--- config.mk ---
export PLATFORM = sky130hd
export DESIGN_NAME = smbus_master_bit_engine
export DESIGN_NICKNAME = d
export VERILOG_FILES = /design/src/rtl/core/sbme_pkg.sv /design/src/rtl/core/sbme_cfg.sv /design/src/rtl/core/sbme_seq.sv /design/src/rtl/core/smbus_master_bit_engine.sv
export SDC_FILE = /design/constraint.sdc
export NUM_CORES = 1
export LEC_CHECK = 0
export BUFFER_PORTS_ARGS = -buffer_cell sky130_fd_sc_hd__buf_2
export CAP_MARGIN = 5
export CORE_ASPECT_RATIO = 0.6
export CORE_UTILIZATION = 45
export CTS_CLUSTER_SIZE = 10
export DETAILED_ROUTE_END_ITERATION = 8
export MAX_ROUTING_LAYER = met4
export PLACE_DENSITY_LB_ADDON = 0.1
export SLEW_MARGIN = 20
export SYNTH_ARGS = -nofsm -noshare
export SYNTH_HDL_FRONTEND = slang
export SYNTH_HIERARCHICAL = 1
export SYNTH_SLANG_ARGS = --single-unit
--- constraint.sdc ---
create_clock -name clk -period 3.45 [get_ports clk]
set_clock_uncertainty 0.05 [all_clocks]
set_input_delay 0.1725 -clock clk [delete_from_list [all_inputs] [get_ports clk]]
set_output_delay 0.1725 -clock clk [all_outputs]
set_load 0.02 [all_outputs]
--- src/rtl/core/sbme_pkg.sv ---
// Shared types and constants for the SMBus master bit engine.
package sbme_pkg;

  localparam int unsigned CFG_IDX_W = 2;

  localparam logic [CFG_IDX_W-1:0] CFG_START_STOP = 2'd0;
  localparam logic [CFG_IDX_W-1:0] CFG_BIT        = 2'd1;

  localparam logic [7:0] START_STOP_RST = 8'd5;
  localparam logic [7:0] BIT_RST        = 8'd6;

  localparam logic [2:0] OP_TICK  = 3'd0;
  localparam logic [2:0] OP_START = 3'd1;
  localparam logic [2:0] OP_WRITE = 3'd2;
  localparam logic [2:0] OP_ACK   = 3'd3;
  localparam logic [2:0] OP_READ  = 3'd4;
  localparam logic [2:0] OP_MACK  = 3'd5;
  localparam logic [2:0] OP_STOP  = 3'd6;

  localparam logic [1:0] ACK_OK    = 2'd0;
  localparam logic [1:0] ACK_HELD  = 2'd1;
  localparam logic [1:0] ACK_ROSE  = 2'd2;
  localparam logic [1:0] ACK_NONE  = 2'd3;

  localparam logic [3:0] BITS_PER_BYTE = 4'd8;

  typedef enum logic [6:0] {
    CMD_IDLE  = 7'b0000001,
    CMD_START = 7'b0000010,
    CMD_WRITE = 7'b0000100,
    CMD_ACK   = 7'b0001000,
    CMD_READ  = 7'b0010000,
    CMD_MACK  = 7'b0100000,
    CMD_STOP  = 7'b1000000
  } cmd_t;

  typedef struct packed {
    cmd_t       cmd;
    logic [1:0] phase;
    logic [3:0] bit_index;
    logic [7:0] shift_byte;
    logic       scl;
    logic       sda;
    logic [1:0] ack;
    logic [7:0] read_byte;
  } eng_state_t;

  typedef struct packed {
    logic [7:0] start_stop_ticks;
    logic [7:0] bit_ticks;
  } cfg_regs_t;

endpackage

--- src/rtl/core/sbme_cfg.sv ---
// Configuration register file for the delay step lengths.
module sbme_cfg (
  input  logic                            clk,
  input  logic                            rst,
  input  logic                            cfg_valid,
  output logic                            cfg_ready,
  input  logic [sbme_pkg::CFG_IDX_W-1:0]  cfg_index,
  input  logic [7:0]                      cfg_data,
  output sbme_pkg::cfg_regs_t             regs
);

  assign cfg_ready = 1'b1;

  always_ff @(posedge clk) begin
    if (rst) begin
      regs.start_stop_ticks <= sbme_pkg::START_STOP_RST;
      regs.bit_ticks        <= sbme_pkg::BIT_RST;
    end else if (cfg_valid) begin
      if (cfg_index == sbme_pkg::CFG_START_STOP) begin
        regs.start_stop_ticks <= cfg_data;
      end else if (cfg_index == sbme_pkg::CFG_BIT) begin
        regs.bit_ticks <= cfg_data;
      end
    end
  end

endmodule

--- src/rtl/core/sbme_seq.sv ---
// Next-state logic of the bit sequencer for one tick.
module sbme_seq #(
  parameter int unsigned DELAY_BITS = 8
) (
  input  sbme_pkg::eng_state_t    st,
  input  logic [DELAY_BITS-1:0]   delay,
  input  sbme_pkg::cfg_regs_t     regs,
  input  logic [2:0]              operation,
  input  logic [7:0]              byte_out,
  input  logic                    sda_in,
  output sbme_pkg::eng_state_t    st_next,
  output logic [DELAY_BITS-1:0]   delay_next,
  output logic                    done
);

  localparam int unsigned CW    = (DELAY_BITS > 8) ? DELAY_BITS : 8;
  localparam int unsigned LIMIT = (1 << DELAY_BITS) - 1;

  logic [CW-1:0]         raw;
  logic [CW-1:0]         len_w;
  logic [DELAY_BITS-1:0] step_len;
  logic                  load;
  logic                  fin;
  logic [2:0]            bit_sel;

  assign bit_sel = 3'd7 - st.bit_index[2:0];

  // Step length follows the command that the step belongs to.
  always_comb begin
    if (st_next.cmd == sbme_pkg::CMD_START || st_next.cmd == sbme_pkg::CMD_STOP) begin
      raw = CW'(regs.start_stop_ticks);
    end else begin
      raw = CW'(regs.bit_ticks);
    end
    len_w = raw;
    if (raw == '0) begin
      len_w = CW'(1);
    end else if (raw > CW'(LIMIT)) begin
      len_w = CW'(LIMIT);
    end
    step_len = len_w[DELAY_BITS-1:0];
  end

  always_comb begin
    st_next = st;
    load    = 1'b0;
    fin     = 1'b0;
    if (st.cmd == sbme_pkg::CMD_IDLE) begin
      st_next.bit_index = st.bit_index;
      st_next.phase     = st.phase;
      unique case (operation)
        sbme_pkg::OP_START: begin
          st_next.cmd = sbme_pkg::CMD_START;
          st_next.sda = 1'b1;
          st_next.scl = 1'b1;
          load = 1'b1;
        end
        sbme_pkg::OP_WRITE: begin
          st_next.cmd        = sbme_pkg::CMD_WRITE;
          st_next.shift_byte = byte_out;
          st_next.scl        = 1'b0;
          load = 1'b1;
        end
        sbme_pkg::OP_ACK: begin
          st_next.cmd = sbme_pkg::CMD_ACK;
          st_next.scl = 1'b0;
          load = 1'b1;
        end
        sbme_pkg::OP_READ: begin
          st_next.cmd        = sbme_pkg::CMD_READ;
          st_next.shift_byte = '0;
          load = 1'b1;
        end
        sbme_pkg::OP_MACK: begin
          st_next.cmd = sbme_pkg::CMD_MACK;
          st_next.scl = 1'b0;
          st_next.sda = 1'b0;
          load = 1'b1;
        end
        sbme_pkg::OP_STOP: begin
          st_next.cmd = sbme_pkg::CMD_STOP;
          load = 1'b1;
        end
        default: begin
        end
      endcase
      if (load) begin
        st_next.bit_index = '0;
        st_next.phase     = '0;
      end
    end else if (delay > DELAY_BITS'(1)) begin
      st_next = st;
    end else begin
      unique case (st.cmd)
        sbme_pkg::CMD_START: begin
          if (st.phase == 2'd0) begin
            st_next.sda = 1'b0; st_next.phase = 2'd1; load = 1'b1;
          end else if (st.phase == 2'd1) begin
            st_next.scl = 1'b0; st_next.phase = 2'd2; load = 1'b1;
          end else begin
            fin = 1'b1;
          end
        end
        sbme_pkg::CMD_WRITE: begin
          if (st.phase == 2'd0) begin
            st_next.sda = st.shift_byte[bit_sel]; st_next.phase = 2'd1; load = 1'b1;
          end else if (st.phase == 2'd1) begin
            st_next.scl = 1'b1; st_next.phase = 2'd2; load = 1'b1;
          end else begin
            st_next.bit_index = st.bit_index + 4'd1;
            if (st_next.bit_index >= sbme_pkg::BITS_PER_BYTE) begin
              fin = 1'b1;
            end else begin
              st_next.scl = 1'b0; st_next.phase = 2'd0; load = 1'b1;
            end
          end
        end
        sbme_pkg::CMD_ACK: begin
          if (st.phase == 2'd0) begin
            st_next.sda = 1'b1; st_next.phase = 2'd1; load = 1'b1;
          end else if (st.phase == 2'd1) begin
            if (sda_in) begin
              st_next.ack = sbme_pkg::ACK_NONE; fin = 1'b1;
            end else begin
              st_next.scl = 1'b1; st_next.phase = 2'd2; load = 1'b1;
            end
          end else if (st.phase == 2'd2) begin
            if (sda_in) begin
              st_next.ack = sbme_pkg::ACK_ROSE; fin = 1'b1;
            end else begin
              st_next.scl = 1'b0; st_next.phase = 2'd3; load = 1'b1;
            end
          end else begin
            st_next.ack = sda_in ? sbme_pkg::ACK_OK : sbme_pkg::ACK_HELD;
            fin = 1'b1;
          end
        end
        sbme_pkg::CMD_READ: begin
          if (st.phase == 2'd0) begin
            st_next.scl = 1'b0; st_next.phase = 2'd1; load = 1'b1;
          end else if (st.phase == 2'd1) begin
            st_next.shift_byte[bit_sel] = sda_in;
            st_next.scl = 1'b1; st_next.phase = 2'd2; load = 1'b1;
          end else begin
            st_next.bit_index = st.bit_index + 4'd1;
            if (st_next.bit_index >= sbme_pkg::BITS_PER_BYTE) begin
              st_next.read_byte = st.shift_byte;
              fin = 1'b1;
            end else begin
              st_next.scl = 1'b0; st_next.phase = 2'd1; load = 1'b1;
            end
          end
        end
        sbme_pkg::CMD_MACK: begin
          if (st.phase == 2'd0) begin
            st_next.scl = 1'b1; st_next.phase = 2'd1; load = 1'b1;
          end else if (st.phase == 2'd1) begin
            st_next.scl = 1'b0; st_next.phase = 2'd2; load = 1'b1;
          end else if (st.phase == 2'd2) begin
            st_next.sda = 1'b1; st_next.phase = 2'd3; load = 1'b1;
          end else begin
            fin = 1'b1;
          end
        end
        sbme_pkg::CMD_STOP: begin
          if (st.phase == 2'd0) begin
            st_next.sda = 1'b0; st_next.phase = 2'd1; load = 1'b1;
          end else if (st.phase == 2'd1) begin
            st_next.scl = 1'b1; st_next.phase = 2'd2; load = 1'b1;
          end else if (st.phase == 2'd2) begin
            st_next.sda = 1'b1; st_next.phase = 2'd3; load = 1'b1;
          end else begin
            fin = 1'b1;
          end
        end
        default: begin
          fin = 1'b1;
        end
      endcase
      if (fin) begin
        st_next.cmd   = sbme_pkg::CMD_IDLE;
        st_next.phase = '0;
      end
    end
  end

  always_comb begin
    if (load) begin
      delay_next = step_len;
    end else if (fin) begin
      delay_next = '0;
    end else if (st.cmd != sbme_pkg::CMD_IDLE) begin
      delay_next = delay - DELAY_BITS'(1);
    end else begin
      delay_next = delay;
    end
  end

  assign done = fin;

endmodule

--- src/rtl/core/smbus_master_bit_engine.sv ---
// Top level of the SMBus master bit engine: state, result register and handshakes.
// Each input word is one timing tick and yields exactly one result word. The
// engine takes one tick word per clock cycle; the sequencer's next state is
// combinational and the result register sits between it and the output, so a new
// tick is taken whenever the result register is empty or its word is taken in the
// same cycle. A command runs for the delay steps of its sequence; the ack check can
// end after its second or third step when the sampled SDA level is high. Each step
// lasts the configured tick count (clamped to 1 .. 2^DELAY_BITS-1).
module smbus_master_bit_engine #(
  parameter int unsigned DELAY_BITS = 8
) (
  input  logic                           clk,
  input  logic                           rst,
  input  logic                           cfg_valid,
  output logic                           cfg_ready,
  input  logic [sbme_pkg::CFG_IDX_W-1:0] cfg_index,
  input  logic [7:0]                     cfg_data,
  input  logic                           in_valid,
  output logic                           in_ready,
  input  logic [2:0]                     operation,
  input  logic [7:0]                     byte_out,
  input  logic                           sda_in,
  output logic                           out_valid,
  input  logic                           out_ready,
  output logic                           scl_level,
  output logic                           sda_level,
  output logic                           busy_res,
  output logic                           done_res,
  output logic [7:0]                     read_data,
  output logic [1:0]                     ack_code
);

  sbme_pkg::cfg_regs_t   regs;
  sbme_pkg::eng_state_t  st;
  sbme_pkg::eng_state_t  st_next;
  logic [DELAY_BITS-1:0] delay;
  logic [DELAY_BITS-1:0] delay_next;
  logic                  done;
  logic                  take;

  sbme_cfg u_cfg (
    .clk       (clk),
    .rst       (rst),
    .cfg_valid (cfg_valid),
    .cfg_ready (cfg_ready),
    .cfg_index (cfg_index),
    .cfg_data  (cfg_data),
    .regs      (regs)
  );

  sbme_seq #(
    .DELAY_BITS (DELAY_BITS)
  ) u_seq (
    .st         (st),
    .delay      (delay),
    .regs       (regs),
    .operation  (operation),
    .byte_out   (byte_out),
    .sda_in     (sda_in),
    .st_next    (st_next),
    .delay_next (delay_next),
    .done       (done)
  );

  assign in_ready = !out_valid || out_ready;
  assign take     = in_valid && in_ready;

  always_ff @(posedge clk) begin
    if (rst) begin
      st.cmd        <= sbme_pkg::CMD_IDLE;
      st.phase      <= '0;
      st.bit_index  <= '0;
      st.shift_byte <= '0;
      st.scl        <= 1'b1;
      st.sda        <= 1'b1;
      st.ack        <= sbme_pkg::ACK_OK;
      st.read_byte  <= '0;
      delay         <= '0;
    end else if (take) begin
      st    <= st_next;
      delay <= delay_next;
    end
  end

  always_ff @(posedge clk) begin
    if (rst) begin
      out_valid <= 1'b0;
    end else if (take) begin
      out_valid <= 1'b1;
    end else if (out_ready) begin
      out_valid <= 1'b0;
    end
  end

  always_ff @(posedge clk) begin
    if (take) begin
      scl_level <= st_next.scl;
      sda_level <= st_next.sda;
      busy_res  <= (st_next.cmd != sbme_pkg::CMD_IDLE);
      done_res  <= done;
      read_data <= st_next.read_byte;
      ack_code  <= st_next.ack;
    end
  end

endmodule

==> results_dict.tcl, run 1 <==
set metrics [dict create \
    coreArea_um2 10800 \
    dp_slack_ns 0.348 \
    whs_endpoint "u_cfg/regs[10]" \
    setup_tns_ns 0 \
    place_area_um2 5340 \
    r2r_slack_ns 0.26 \
    start_kind "flop" \
    clk_path_buf_depth 2 \
    rr_startpoint "st[32]" \
    synth_cell_types 84 \
    power.density_nw_per_um2 469 \
    hpwlAfterDp_mm 10.5 \
    critPathMaxStageDelay_ns 0.63 \
    start_util 0.474 \
    worstSetupEndpointType "flop" \
    cts_sinks 72 \
    final_antenna_net_count 0 \
    critPathRequiredTime_ns 3.48 \
    post_cts_buffers 0 \
    hold_viol 0 \
    clk_latency_ns 0.34 \
    rows 29 \
    syn_nets 620 \
    rsz0062_at_grt "false" \
    tightest_slew_ns 0.904 \
    setup_viol 0 \
    worstPathCellList "or4_4 -> or3_1 -> nor4_2 -> o31ai_1 -> a22o_1 -> nor4b_1 -> nand2_1" \
    worstHoldStart "cfg_data[2]" \
    crit_fanout 16 \
    dp_cells 731 \
    power.total_mw 2.63 \
    die_x_um 140 \
    overflow 0 \
    cts_inserted_buffers 9 \
    r2r_end "busy_res" \
    synthArstFlopShare 0 \
    ys_ff_latch 72 \
    worstPathArrival_ns 3.22 \
    syn_area_um2 5140 \
    stdcell_area_um2 5610 \
    viasPerCell 6.24 \
    yosysWarnings 6 \
    initialDrtViolationCount 431 \
    synth_flop_cell "dfxtp_1" \
    htreeDepth 3 \
    holdBufCountCts 0 \
    place.gp.congestion 0.908 \
    grt_usage 0.266 \
    peakVddDrop_v 0.000251 \
    drc 0 \
    slew_headroom 0.392 \
    drt-pass1-iter-count 5 \
    antenna_found_initial 0 \
    grt_max_degree 80 \
    fin_hold_ws_ns 0.0479 \
    wirelength_mm 14.8 \
    hold_path_depth 3 \
    outcome "completed" \
    maxSlewViolCount 0 \
    crit_type "reg2reg" \
    fmax_mhz 313 \
    grt_pass1_wl_mm 23.5 \
    r2r.worst_path.cells 7 \
    cts.clk_slew.worst_paths_ns 0.06 \
    dieArea_um2 11900 \
    finalCriticalPeriod_ns 3.19 \
    fin_ws_ns 0.257 \
    vias 4665 \
    final_cells 747 \
    syn_area_per_cell_um2 8.80 \
    area_delta_synth_final_pct 9.17 \
    synth_edf_count 14 \
    die_h_um 84.8 \
    hold_path_class "in2reg" \
    yosysSeqAreaShare 0.308 \
    ios 44 \
    cp_slowest_cell "or4_4" \
    post_drt_wl_per_cell_um 19.8 \
    p_leak_nw 2.08 \
    cts_resized 0 \
    final_net_count 639 \
    cts_tree "done" \
    postSynthCellCount 584 \
    diodes 0 \
    cap_violations 0 \
    portBuffers 42 \
    layout-drive-gt1-share 0.201 \
    fin_crit_sh 0.926 \
    cts_root_buf "clkbuf_16" \
    grt_pass1_vias 4121 \
    final_util 0.517 \
]
==> report_power, final <==
group / switching [mW] / leakage [nW] / internal, mW
clock network: 0.356 / 0.136 / 0.524
logic: 0.499 / 1.33 / 0.294
registers: 0.0563 / 0.608 / 0.905
==> per-layer routing <==
metal | vias up | global-route usage | routed length, um
met1 | 2263 | 0.428 | 8160
met4 | 0 | 0.0509 | 95
li1 | 2196 | - | -
met3 | 11 | 0.0667 | 1200
met5 | - | - | 0
met2 | 195 | 0.314 | 5330
==> cell usage after synthesis, types with 3 or more instances <==
library cell | count | area, um^2
dfxtp_1 | 58 | 1160
nand3_1 | 47 | 235
a21oi_1 | 46 | 230
nor2_1 | 45 | 169
a21bo_1 | 38 | 380
mux2i_1 | 30 | 300
o21ai_0 | 27 | 135
nand2b_1 | 23 | 144
clkbuf_1 | 21 | 78.8
nand2_1 | 21 | 78.8
nor3_1 | 18 | 90.1
buf_6 | 14 | 158
edfxtp_1 | 14 | 420
buf_2 | 13 | 65.1
a22oi_1 | 9 | 67.6
ha_1 | 9 | 113
inv_1 | 9 | 33.8
a21oi_2 | 8 | 70.1
a221o_1 | 8 | 80.1
mux2_2 | 8 | 90.1
xnor2_1 | 8 | 70.1
nor4_1 | 6 | 37.5
xor2_1 | 6 | 52.6
a21o_1 | 5 | 37.5
a211oi_1 | 4 | 30.0
and3_1 | 4 | 25.0
nor4_2 | 4 | 50.1
o221ai_1 | 4 | 35.0
or3_1 | 4 | 25.0
or4_4 | 4 | 45.0
and2_1 | 3 | 18.8
nor2b_1 | 3 | 18.8
o22ai_1 | 3 | 18.8
==> cell type report <==
cell class | instances | area, um^2
inverters | 9 | 33.8
flip-flops and latches | 72 | 1580
multi-input cells | 451 | 3200
well taps | 139 | 174
repair buffers | 60 | 345
fillers | 1021 | 5240
clock inverters | 3 | 17.5
clock buffers | 13 | 260
==> registers in the layout (all words and copies together) (netlist names) <==
register and flops:
sda_level 1, out_valid 1, u_cfg/regs 16, busy_res 1, st 33, ack_code 2, done_res 1, delay 8
read_data 8, scl_level 1
==> cells by family after synthesis <==
logic type | Yosys count | share of synthesized area
compound gates | 180 | 0.261
mux | 40 | 0.0847
simple gates | 207 | 0.230
buf+inv | 61 | 0.0698
flops | 72 | 0.308
xor+xnor | 14 | 0.0239
fa+ha+maj | 9 | 0.0219
other cells | 1 | 0.000729
==> critical path, delay by kind of cell, from the launching register on <==
kind,cells,cell delay [ns]
DFF,1,0.50
and+or+nand+nor,5,1.79
AOI/OAI and AO/OA,2,0.59
==> cells in the final DEF, fill, tap and decap left out, types with 5 or more instances in the layout <==
cell	count
o21ai_0	27
xnor2_1	8
a21oi_2	8
mux2i_1	30
a21bo_1	38
nor4_1	6
dfxtp_1	58
buf_2	42
a221o_1	8
mux2_2	8
inv_1	9
buf_4	18
nand2_1	21
nor2_1	45
xor2_1	6
a21o_1	5
ha_1	9
nor3_1	18
a22oi_1	9
edfxtp_1	14
nand2b_1	23
clkbuf_16	9
nand3_1	47
a21oi_1	46
==> worst max path at each step <==
stage            from       end  slack, ns  cells past startpoint
6_report       st[32]  busy_res       0.26                      7
3_3_place_gp   st[24]  delay[1]       0.40                      9
4_1_cts        st[32]  busy_res       0.34                      7
5_1_grt        st[24]    st[31]       0.15                      7
2_1_floorplan  st[25]  delay[6]       0.59                     14
3_5_place_dp   st[32]  busy_res       0.35                      7
(Power assumes the default switching activity.)
==> inputs of run 2 (changes only) <==
Settings changed: ABC_AREA set to 1.
==> run 2 against run 1 <==
  * Cell count increased by 28%
  * Critical path type unchanged
  * Synthesized cell count grew 34%
  * Synthesized area increased by 0.12%
==> results_dict.tcl, run 2 <==
set metrics [dict create \
    outcome "completed" \
    setup_viol 0 \
    final_antenna_net_count 0 \
    syn_nets 820 \
    r2r.worst_path.cells 27 \
    clk_latency_ns 0.34 \
    r2r_end "delay[0]" \
    overflow 0 \
    setup_tns_ns 0 \
    grt_pass1_vias 4716 \
    synth_cell_types 52 \
    worstHoldStart "cfg_data[6]" \
    htreeDepth 3 \
    hold_viol 0 \
    drt-pass1-iter-count 6 \
    drc 0 \
    hold_path_class "in2reg" \
    finalCriticalPeriod_ns 3.09 \
    coreArea_um2 10800 \
    peakVddDrop_v 0.000227 \
    grt_pass1_wl_mm 24.9 \
    synthArstFlopShare 0 \
    hold_path_depth 3 \
    largest_reg_flops 33 \
    syn_area_per_cell_um2 6.57 \
    r2r_slack_ns 0.36 \
    cap_violations 0 \
    tightest_slew_ns 0.812 \
    p_seq_frac 0.353 \
    die_h_um 84.8 \
    diodes 0 \
    worstSetupEndpointType "flop" \
    synth_area_leaders "dfxtp_1, nand2_1, edfxtp_1, inv_1, nand3_1" \
    cts.clk_slew.worst_paths_ns 0.06 \
    post_drt_wl_per_cell_um 15.9 \
    grt_usage 0.278 \
    place.gp.congestion 0.963 \
    viasPerCell 5.49 \
    pwr-share-clk 0.361 \
    syn_area_um2 5150 \
    rows 29 \
    postSynthCellCount 784 \
    layout-drive-gt1-share 0.144 \
    synthTopCellsByCount "nand2_1, inv_1, nor2_1, nand3_1, a21oi_1" \
    synth_flop_cell "dfxtp_1" \
    wirelength_mm 15.3 \
    ys_ff_latch 72 \
    vias 5262 \
    ios 44 \
    fin_crit_sh 0.895 \
    critPathRequiredTime_ns 3.63 \
    antenna_found_initial 0 \
    swShare 0.348 \
    yosysSeqAreaShare 0.307 \
    yosysTopAreaCellShare 0.226 \
    p_leak_nw 2.70 \
    fmax_mhz 324 \
    whs_endpoint "u_cfg/regs[6]" \
    power.density_nw_per_um2 496 \
    rr_startpoint "st[24]" \
    yosysMostFrequentCell "nand2_1" \
    die_x_um 140 \
    grt_max_degree 82 \
    start_util 0.474 \
    final_net_count 851 \
    hpwlAfterDp_mm 11.0 \
    top_regs "st (33), u_cfg/regs (16)" \
    worstPathArrival_ns 3.27 \
    slew_headroom 0.458 \
    area_delta_synth_final_pct 10.7 \
    top_register "st" \
    cts_inserted_buffers 9 \
    crit_fanout 8 \
    pwr-share-comb 0.285 \
    post_cts_buffers 0 \
    synth_edf_count 14 \
    initialDrtViolationCount 590 \
    crit_type "reg2reg" \
    cts_root_buf "clkbuf_16" \
    dieArea_um2 11900 \
    maxSlewViolCount 0 \
    yosysWarnings 6 \
    start_kind "flop" \
    clk_path_buf_depth 2 \
    netSwitchingPower_uw 982 \
    final_cell_mix "nand2_1, inv_1, nor2_1, nand3_1, a21oi_1" \
    power.total_mw 2.83 \
    n_fill_cell 1094 \
    portBuffers 42 \
    rsz0062_at_grt "false" \
    p_int_mw 1.84 \
    cts_tree "done" \
    cts_sinks 72 \
    synth_top_area_cell "dfxtp_1" \
    layout_commonest_cell "nand2_1" \
]
run 2: cell types whose count changed after synthesis, sizes merged, moves of 24 or more:
cell / before / now
nand3: 48 / 87
nand2b: 24 / 0
a21bo: 38 / 0
nor2: 47 / 113
mux2i: 30 / 2
nand2: 22 / 182
inv: 9 / 120
run 2: cell families after synthesis:
| group | share of synthesized area |
|---|---|
| AOI/OAI and AO/OA | 0.156 |
| xor gates and xnor gates | 0.00851 |
| adders and majority gates | 0.0219 |
| buffers and inverters | 0.136 |
| DFF | 0.307 |
| muxes | 0.00389 |
| other | 0.000729 |
| and+or+nand+nor | 0.365 |
run 2: routing by layer:
metal  GRT usage  routed length, um  part of all wire  vias up
met5           -                  0                 0        -
met4      0.0599                160             0.010        0
met3      0.0598               1190             0.078       19
met2       0.369               5790              0.38      193
met1       0.420               8150              0.53     2448
li1            -                  -                 -     2602
run 2: cell type report:
cell class | count | area (um^2) | share of cell area
clock inverters | 5 | 82.6 | 0.0145
repair buffers | 55 | 310 | 0.0544
flip-flops and latches | 72 | 1580 | 0.277
multi-input cells | 557 | 2870 | 0.503
inverters | 120 | 450 | 0.0790
well taps | 139 | 174 | 0.0305
clock buffers | 11 | 233 | 0.0408
run 2: worst max path at each step:
stage / startpoint / endpoint / slack, ns
2_1_floorplan: st[25] / delay[0] / 0.71
3_3_place_gp: st[24] / delay[0] / 0.55
3_5_place_dp: st[24] / delay[0] / 0.40
4_1_cts: st[24] / delay[0] / 0.39
5_1_grt: st[24] / delay[0] / 0.05
6_report: st[24] / delay[0] / 0.36
run 2: what timing repair did:
action	CTS	global route
endpoints found under the setup margin	0	1
gates resized for setup	0	1
hold buffers	1	0
endpoints found under the hold margin	1	0
run 2: per-stage QoR:
| step | cells | hold WS [ns] | instance area, um^2 | setup WS [ns] | utilization |
|---|---|---|---|---|---|
| floorplan | 784 | 0.192 | 5150 | 0.712 | - |
| global placement | 942 | 0.309 | 5370 | 0.553 | 0.495 |
| detailed placement | 942 | 0.314 | 5370 | 0.399 | 0.495 |
| CTS | 959 | 0.0268 | 5700 | 0.391 | 0.525 |
| global route | 959 | 0.0640 | 5700 | 0.0462 | 0.525 |
| finish | 959 | 0.0282 | 5700 | 0.362 | 0.525 |
run 2: critical path, cell delays in order, from the launching register on:
cell     delay [ns]
dfxtp_1        0.31
inv_1          0.21
ha_2           0.27
inv_1          0.12
nand2_1        0.14
inv_1          0.08
nand2_1        0.07
nand2_1        0.08
nor2_4         0.15
nand2_4        0.09
nand2_8        0.11
nand2_1        0.08
nand2_2        0.10
nand3_2        0.09
nand2_4        0.13
nand3_4        0.13
nand2_1        0.10
nand2_1        0.09
nand2_1        0.07
nor2_1         0.04
nand2_1        0.05
nand2_1        0.04
nand2_1        0.06
nand2_1        0.05
inv_1          0.05
nand3_1        0.08
nand2_1        0.10
nor2_1         0.04
run 2: power groups by stage:
stage | logic (mW) | registers [mW] | clock network (mW)
after floorplan | 0.575 | 1.02 | 0
after global placement | 0.783 | 1.01 | 0
after detailed placement | 0.787 | 1.02 | 0
after CTS | 0.793 | 0.998 | 1.03
after global routing | 0.904 | 1.01 | 1.07
final | 0.806 | 0.999 | 1.02
